## src/design/voice_admission_with_preemption_core_assert.svh

```systemverilog
// assertion macros for the voice admission core
`ifndef VOICE_ADMISSION_WITH_PREEMPTION_CORE_ASSERT_SVH
`define VOICE_ADMISSION_WITH_PREEMPTION_CORE_ASSERT_SVH

// property must hold on every rising clock edge out of reset
`define VAP_ASSERT(lbl, prop, msg) \
  lbl: assert property (@(posedge clk_i) disable iff (!rst_ni) (prop)) else $error(msg);

`endif

```

## src/design/vap_pkg.sv

```systemverilog
// ----------------------------------------------------------------------------
// vap_pkg
// shared constants and types for the voice admission core
// ----------------------------------------------------------------------------
package vap_pkg;
  localparam int unsigned MaxVoices = 16;
  localparam int unsigned SlotBits  = 4;
  localparam int unsigned EventIds  = 256;
  localparam int unsigned IdBits    = 8;
  localparam int unsigned TimeBits  = 32;

  localparam logic [2:0] StTick     = 3'd0;
  localparam logic [2:0] StUnknown  = 3'd1;
  localparam logic [2:0] StCooldown = 3'd2;
  localparam logic [2:0] StNoPre    = 3'd3;
  localparam logic [2:0] StPlayed   = 3'd4;
  localparam logic [2:0] StEvict    = 3'd5;
  localparam logic [2:0] StUntrack  = 3'd6;

  typedef struct packed {
    logic [IdBits-1:0]   event_id;
    logic [2:0]          bus;
    logic [7:0]          prio;
    logic [TimeBits-1:0] end_time;
    logic [15:0]         handle;
  } slot_t;
endpackage

```

## src/design/vap_slot_mem.sv

```systemverilog
// ----------------------------------------------------------------------------
// vap_slot_mem
// voice slot table, one synchronous read port and one write port
// ----------------------------------------------------------------------------
module vap_slot_mem
  import vap_pkg::*;
(
  input  logic                clk_i,
  input  logic                we_i,
  input  logic [SlotBits-1:0] waddr_i,
  input  slot_t               wdata_i,
  input  logic [SlotBits-1:0] raddr_i,
  output slot_t               rdata_o
);
  slot_t mem_q [MaxVoices];

  always_ff @(posedge clk_i) begin
    if (we_i) begin
      mem_q[waddr_i] <= wdata_i;
    end
    rdata_o <= mem_q[raddr_i];
  end
endmodule

```

## config.mk

```make
export PLATFORM = sky130hd
export DESIGN_NAME = vap_slot_mem
export DESIGN_NICKNAME = d
export VERILOG_FILES = /design/src/design/voice_admission_with_preemption_core_assert.svh /design/src/design/vap_pkg.sv /design/src/design/vap_slot_mem.sv
export SDC_FILE = /design/constraint.sdc
export NUM_CORES = 1
export LEC_CHECK = 0
export ABC_AREA = 1
export ABC_CLOCK_PERIOD_IN_PS = 10100
export BUFFER_PORTS_ARGS = -buffer_cell sky130_fd_sc_hd__buf_2
export CAP_MARGIN = 20
export CORE_ASPECT_RATIO = 2
export CORE_MARGIN = 5
export CORE_UTILIZATION = 51
export CTS_CLUSTER_DIAMETER = 200
export CTS_CLUSTER_SIZE = 25
export DETAILED_ROUTE_END_ITERATION = 10
export GPL_TIMING_DRIVEN = 1
export PLACE_DENSITY = 0.64
export SYNTH_ARGS = -nofsm -noshare
export SYNTH_HDL_FRONTEND = slang
export SYNTH_SLANG_ARGS = --single-unit
```

## constraint.sdc

```tcl
create_clock -name clk_i -period 10.1 [get_ports clk_i]
set_clock_uncertainty 0.05 [all_clocks]
set_input_delay 1.01 -clock clk_i [delete_from_list [all_inputs] [get_ports clk_i]]
set_output_delay 1.01 -clock clk_i [all_outputs]
set_load 0.02 [all_outputs]
```

### Yosys cells after proc, flatten, opt, wreduce, memory -nomap -nowiden

Memories as Yosys holds them, arrays and structs flattened. A register that Yosys moved wholly into a read port is not among the register bits.
Cells that the tools add are included.

| operators by class | value |
|---|---|
| muxes and demuxes | 2 |

Operators with widths:

| operator | number |
|---|---|
| 1-bit two-way mux | 2 |

| word-level totals | value |
|---|---|
| register bits | 0 |
| RAM bits | 1072 |
| memories | 1 |

Memory list:

| name | depth | bits a word | rd ports | clocked after memory_dff | write ports | RTL line | source |
|---|---|---|---|---|---|---|---|
| mem_q | 16 | 67 | 1 | 1 | 1 | vap_slot_mem.sv:15 | `slot_t mem_q [MaxVoices];` |

### Logic depth before layout (Yosys ltp)

Gate-level depths: netlist (run 1).

| logic depth | value |
|---|---|
| depth in word-level cells | 2 |
| depth in mapped cells | 10 |

### Worst setup path before layout (run 1)

No wires, ideal clock.

| timing path | value |
|---|---|
| kind | in2reg |
| start | input port waddr_i[2] |
| end | memory mem_q[10][0] (netlist bit) (enable) |
| setup time | 493 ps |
| arrival time | 4026 ps |
| required time | 9557 ps |
| setup slack | 5531 ps |
| cell stages on the path | 2 |
| path buffers | 0 |
| cell sequence | nand3b_1 -> nor2_1 |

RTL lines:

| item | RTL line | source |
|---|---|---|
| start: declaration | vap_slot_mem.sv:10 | `input logic [SlotBits-1:0] waddr_i,` |
| end: declaration | vap_slot_mem.sv:15 |  |

Straight into the memory's write port.

==> results of run 1 <==
[routing by layer]
layer | up-vias | GRT usage
met5 | - | 0
met4 | 8 | 0.0721
met3 | 209 | 0.0240
met2 | 887 | 0.388
met1 | 14442 | 0.285
li1 | 14176 | -
[state kept, by name, summed over array words and instances (netlist names)]
name	count
mem_q	1072
rdata_o	67
[stage by stage]
step	std cells	util	power, mW
after floorplan	4407	-	5.79
after global placement	5559	0.532	6.02
after CTS	5653	0.548	8.33
final	5661	0.548	8.27
after detailed placement	5559	0.532	6.03
after global routing	5658	0.548	8.57
[worst max-delay path by stage]
| stage | to | slack [ps] | depth (start not counted) |
|---|---|---|---|
| after CTS | rdata_o[32] | 5860 | 9 |
| after floorplan | mem_q[10][0] | 5530 | 2 |
| after detailed placement | rdata_o[32] | 5140 | 9 |
| after global routing | rdata_o[26] | 5710 | 10 |
| final | rdata_o[32] | 6030 | 10 |
| after global placement | rdata_o[30] | 5260 | 9 |
[worst reg2reg max path: stages, from the launching register on]
cell and delay (ps):
edfxtp_1 390, inv_1 70, nand2_1 50, nand3_1 110
nand3_1 90, nand3_1 150, nand2_1 140
[cell type report]
type / count / area share
inverters: 810 / 0.0612
clock buffers: 92 / 0.0285
clock inverters: 2 / 0.000499
well taps: 1192 / 0.0297
multi-input cells: 2236 / 0.190
diodes: 7 / 0.000349
repair buffers: 183 / 0.0218
flip-flops and latches: 1139 / 0.668
[power by group through the flow]
stage | registers, mW | clock network [mW] | logic (mW)
finish | 5.31 | 2.36 | 0.607
floorplan | 5.45 | 0 | 0.340
global route | 5.32 | 2.58 | 0.674
CTS | 5.31 | 2.41 | 0.611
detailed placement | 5.42 | 0 | 0.609
global placement | 5.42 | 0 | 0.601
[logic make-up after synthesis]
| logic type | after synthesis |
|---|---|
| AND/OR/NAND/NOR | 2236 |
| flip-flops | 1139 |
| buffers and inverters | 1032 |
[cell usage in the layout, fill, tap and decap left out, drive strengths merged]
master / count
buf: 183
clkbuf: 92
clkinv: 1
dfxtp: 67
diode: 7
edfxtp: 1072
inv: 811
nand2: 1412
nand3: 805
nand3b: 2
nor2: 17
==> metrics.txt, run 1 <==
outcome=completed; GRT Residual Overflow=0; Hold Crit Class=flop to flop; Max stage delay cell, worst path=buf_4; critical path's most frequent cell=nand3_1; critical path startpoint=raddr_i[0]; crit path kind=input pin to flop; Worst R2R Path Depth=6; max_slew headroom=0.206; H-tree depth reported by CTS=2; sequential share of power=0.642; # setup viols final=0; I/O pins=144; Power Internal=6.41 mW; Tcrit/Tclk final=0.403; Slew @ Worst Pin=1190 ps; endpoint class of the critical path=flop; crit path DAT=4560 ps; crit-path max cell delay=800 ps; Core Area=91500 µm²; Critical Path, Cell by Cell=buf_8 -> buf_12 -> buf_4 -> buf_4 -> buf_12 -> nand2_1 -> nand3_1 -> nand3_1 -> nand3_1 -> nand2_1; hold path startpoint=mem_q[12][41]; FF-to-FF End=rdata_o[27]; mux cell area share after synthesis=0; adder and majority gate portion of the synthesized area=0; CTS root buf=clkbuf_16; Post-Synth XOR/XNOR Area=0; Syn Area/Cell=10.7 µm²; Slew Limit Fails=0; post-route DRC violation count=0; Post-synth ARST share=0; Worst Setup Start Kind=input pin; DP HPWL=51900 µm; highest metal used=met5; Synth top area share=0.684; met3 wire length=6070 µm; Crit Reg-Reg Startpoint=mem_q[2][27]; hold buffer count at cts=0; design area=50200 µm²; antenna violations before repair=14; vias in the first global route=28604; largest net degree at the start of global routing=249; Critical Path RT=10590 ps; post-route ant nets=0; Fillers=7866; Die Y-Extent=440 µm; Final WS setup=6030 ps; PortBufs=143; worst slack at placement=5140 ps; leak pwr=21.2 nW; layout cells sized above 1=0.0574; Sw Ratio=0.226; Synth Cell Area=47100 µm²; Avg WL per Cell=19.5 µm; P_sw=1.87 mW; Initial Util=0.514; Clock Sinks=1139; Site Rows=157; total CTS buffers=51; Tmin final=4070 ps; top post-synthesis cells by count=nand2_1 (1412), edfxtp_1 (1072), inv_1 (807); Reg2Reg Setup Slack=8920 ps; die width=225 µm; prevailing post-synth register cell=edfxtp_1; Seq. cell area=33500 µm²; Area growth syn-to-layout=6.61%; die area=98900 µm²; WHS Endpoint=rdata_o[41]; met1 wire length=45200 µm; multi-input logic area=9530 µm²; RSZ-0062 raised after global routing=no; Worst Path Max Fanout=188; # nets final=4498; cell family with most CP delay=buffers and inverters; final hold vios=0; Post-Syn Nets=4484; first-pass GRT wire length=167000 µm; worst vdd ir=0.000153 V; Max-Cap Viols=0; hold_ws=590 ps; cells after synthesis=4407; fraction of the yosys area taken by sequential cells=0.712; Post-Synth Simple-Gate Area=0.200; yosys warns=0; number of synthesized flops with an enable pin=1072; WL final=110000 µm; post-CTS setup repair buffer count=0; clock share of power=0.285; CTS tree=built; first-pass iteration count of the detailed router=5; Buffers & Inverters on Critical Path=5; Cell Pwr Density=165 nW/µm²; post-synth cell types=14; area leader, netlist=edfxtp_1; main combinational cell family by area after synthesis=simple AND/OR/NAND/NOR gates; GPL Wtd Cong=0.751; f_max=0.246 GHz; Post-DP Area=48700 µm²; clk slew on worst S/H paths=100 ps; Vias/cell=5.25; dominant cells by area after synthesis=edfxtp_1 (68%), nand2_1 (11%), nand3_1 (8.6%), inv_1 (6.4%), dfxtp_1 (2.8%); post-CTS sizing=0; DR iter-0 viols=2714; WHS Path Cells=6; flops & latches, synth=1139; setup TNS=0 ps; Via Count=29722; clk buf depth=3; Tot GR Track Use=0.220; count leader, synth=nand2_1; combinational power share=0.073; clk_lat worst skew=660 ps; DR WL met2=55400 µm; post-synthesis compound-gate area fraction=0
(Power assumes the default switching activity.)
==> run 2, diff against run 1 <==
--- a/config.mk
+++ b/config.mk
@@ -5,8 +5,8 @@
 export SDC_FILE = /design/constraint.sdc
 export NUM_CORES = 1
 export LEC_CHECK = 0
-export ABC_AREA = 1
-export ABC_CLOCK_PERIOD_IN_PS = 10100
+export ABC_AREA = 0
+export ABC_CLOCK_PERIOD_IN_PS = 3750
 export BUFFER_PORTS_ARGS = -buffer_cell sky130_fd_sc_hd__buf_2
 export CAP_MARGIN = 20
 export CORE_ASPECT_RATIO = 2
@@ -16,7 +16,7 @@
 export CTS_CLUSTER_SIZE = 25
 export DETAILED_ROUTE_END_ITERATION = 10
 export GPL_TIMING_DRIVEN = 1
-export PLACE_DENSITY = 0.64
+export PLACE_DENSITY = 0.65
 export SYNTH_ARGS = -nofsm -noshare
 export SYNTH_HDL_FRONTEND = slang
 export SYNTH_SLANG_ARGS = --single-unit
==> constraint.sdc (replaced) <==
create_clock -name clk_i -period 3.75 [get_ports clk_i]
set_clock_uncertainty 0.05 [all_clocks]
set_input_delay 0.375 -clock clk_i [delete_from_list [all_inputs] [get_ports clk_i]]
set_output_delay 0.375 -clock clk_i [all_outputs]
set_load 0.02 [all_outputs]
==> run 2 against run 1 <==
Net effect: register-to-register slack got worse by 6600 ps; via count fell by 39%; power rose to 2.6 times the previous value; sequential power rose to 2.7 times the previous value; critical path depth fell by 5; flip-flop and latch count did not move; synthesized area fell by 12%; cell area fell by 9.8%; sequential share of layout area rose by 7.3 points; clock-buffer cell count fell by 3; clock power rose to 2.7 times the previous value; wire length fell by 20%; critical path type unchanged.
==> metrics.txt, run 2 <==
hold path startpoint=wdata_i[22]; post-route DRC violation count=0; Core Area=80400 µm²; DP HPWL=43900 µm; worst slack at placement=1270 ps; die width=211 µm; Final WS setup=1990 ps; first-pass iteration count of the detailed router=5; combinational power share=0.060; antenna violations before repair=11; clk buf depth=3; flops & latches, synth=1139; DR iter-0 viols=1929; fraction of the yosys area taken by sequential cells=0.810; Via Count=18138; endpoint class of the critical path=flop; Buffers & Inverters on Critical Path=2; count leader, synth=edfxtp_1; I/O pins=144; Worst Setup Start Kind=input pin; Cells after DPL=2862; Tot GR Track Use=0.203; dominant cells by area after synthesis=edfxtp_1 (78%), mux4_2 (15%), dfxtp_1 (3.2%), a22oi_1 (2.4%), nand2_1 (0.62%); commonest non-fill, non-tap cell in the layout=edfxtp_1; outcome=completed; area leader, netlist=edfxtp_1; top post-synthesis cells by count=edfxtp_1 (1072), mux4_2 (268), a22oi_1 (134); Worst Path Max Fanout=44; crit path DAT=2220 ps; worst vdd ir=0.000492 V; Finished Layout Cells=2959; sequential share of power=0.654; first-pass GRT wire length=130000 µm; yosys warns=0; PortBufs=143; P_sw=4.56 mW; Post-Syn Nets=1801; hold buffer count at cts=0; Avg WL per Cell=29.7 µm; FF-to-FF End=rdata_o[42]; f_max=0.568 GHz; crit-path max cell delay=560 ps; Sw Ratio=0.208; max_slew headroom=0.372; vias in the first global route=19479; H-tree depth reported by CTS=2; Tcrit/Tclk final=0.470; Synth top area share=0.777; Area growth syn-to-layout=9.35%; CTS tree=built; final hold vios=0; clk slew on worst S/H paths=100 ps; Site Rows=147; hold_ws=68.1 ps; post-CTS setup repair buffer count=0; most frequent cells in the layout=edfxtp_1 (1072), mux4_2 (268), buf_2 (141); Die Y-Extent=413 µm; WL final=87900 µm; Critical Path RT=4210 ps; Post-synth ARST share=0; GRT Residual Overflow=0; CTS root buf=clkbuf_16; WHS Path Cells=1; # nets final=1949; cell family with most CP delay=buffers and inverters; cells after synthesis=1724; die area=87300 µm²; Worst R2R Path Depth=3; largest net degree at the start of global routing=73; Initial Util=0.515; Power Internal=17.3 mW; Slew Limit Fails=0; number of synthesized flops with an enable pin=1072; Tmin final=1760 ps; Crit Reg-Reg Startpoint=mem_q[11][42]; crit path kind=input pin to flop; Max-Cap Viols=0; Vias/cell=6.13; # setup viols final=0; WHS Endpoint=mem_q[12][22]; Reg2Reg Setup Slack=2310 ps; clock share of power=0.286; post-synth cell types=18; Largest regs=mem_q: 1072 flops, rdata_o: 67 flops; Hold Crit Class=input pin to flop; prevailing post-synth register cell=edfxtp_1; Syn Area/Cell=24.0 µm²; max reg flops=1072; post-route ant nets=0; leak pwr=14.1 nW; register with the most flip-flops=mem_q; clk_lat worst skew=620 ps; Max stage delay cell, worst path=mux4_2; GPL Wtd Cong=0.718; Slew @ Worst Pin=942 ps; total CTS buffers=51; layout cells sized above 1=0.276; post-CTS sizing=0; Synth Cell Area=41400 µm²; RSZ-0062 raised after global routing=no; Clock Sinks=1139; Cell Pwr Density=484 nW/µm²; Critical Path, Cell by Cell=buf_8 -> buf_12 -> mux4_2 -> a22oi_1 -> nand2_1
## run 2: cell types whose count changed after synthesis, sizes merged
cell / delta
and2: +1
clkbuf: +3
buf: -136
nand3: -804
or3b: +1
a22oi: +134
inv: -810
nor2b: +2
mux4: +268
nor2: -4
nand2: -1344
nor3: +4
nand2b: +2
## run 2: power by group through the flow
stage	registers, mW	logic, mW	clock network [mW]
final	14.3	1.31	6.27
after floorplan	14.7	0.677	0
after CTS	14.3	1.34	6.47
after global placement	14.6	1.30	0
after global routing	14.3	1.41	6.88
after detailed placement	14.6	1.34	0
## run 2: worst register-to-register path, stage by stage (launching register included)
cell and delay [ps]:
edfxtp_1 380, mux4_2 490, a22oi_1 330, nand2_1 80
## run 2: worst max-delay path by stage
stage | from | cells after the start | slack (ps) | to
after floorplan | waddr_i[2] | 2 | -520 | mem_q[1][0]
after global placement | raddr_i[0] | 5 | 1290 | rdata_o[32]
after detailed placement | raddr_i[0] | 5 | 1270 | rdata_o[14]
after CTS | raddr_i[0] | 5 | 1960 | rdata_o[14]
after global routing | raddr_i[0] | 5 | 1820 | rdata_o[14]
final | raddr_i[0] | 5 | 1990 | rdata_o[14]
## run 2: layout make-up
class                   count  area, µm²
well taps                1043       1310
clock buffers              89       1420
clock inverters             4       42.5
fillers                  5805      35100
flip-flops and latches   1139      33500
multi-input cells         496       7590
diodes                      4       10.0
repair buffers            184       1380
## run 2: logic make-up after synthesis
group / after synthesis / share of synthesized area
buf+inv: 89 / 0.0108
simple gates: 94 / 0.00928
mux: 268 / 0.146
compound gates: 134 / 0.0243
flops: 1139 / 0.810
## run 2: metrics by stage
step           utilization  cell area [µm²]  total power, mW  TNS (ps)
2_1_floorplan            -            41500             15.4   -107040
3_3_place_gp         0.545            43800             15.9         0
3_5_place_dp         0.545            43800             15.9         0
4_1_cts              0.563            45300             22.1         0
5_1_grt              0.563            45300             22.6         0
6_report             0.563            45300             21.9         0
## run 2: layer usage
metal / share of wire / wire (µm) / GRT usage / vias up
met3: 0.055 / 4840 / 0.0235 / 95
met1: 0.40 / 34900 / 0.282 / 9846
met4: 0.017 / 1510 / 0.0378 / 8
met2: 0.53 / 46500 / 0.355 / 582
met5: 0.00064 / 56 / 0 / -
li1: - / - / - / 7607
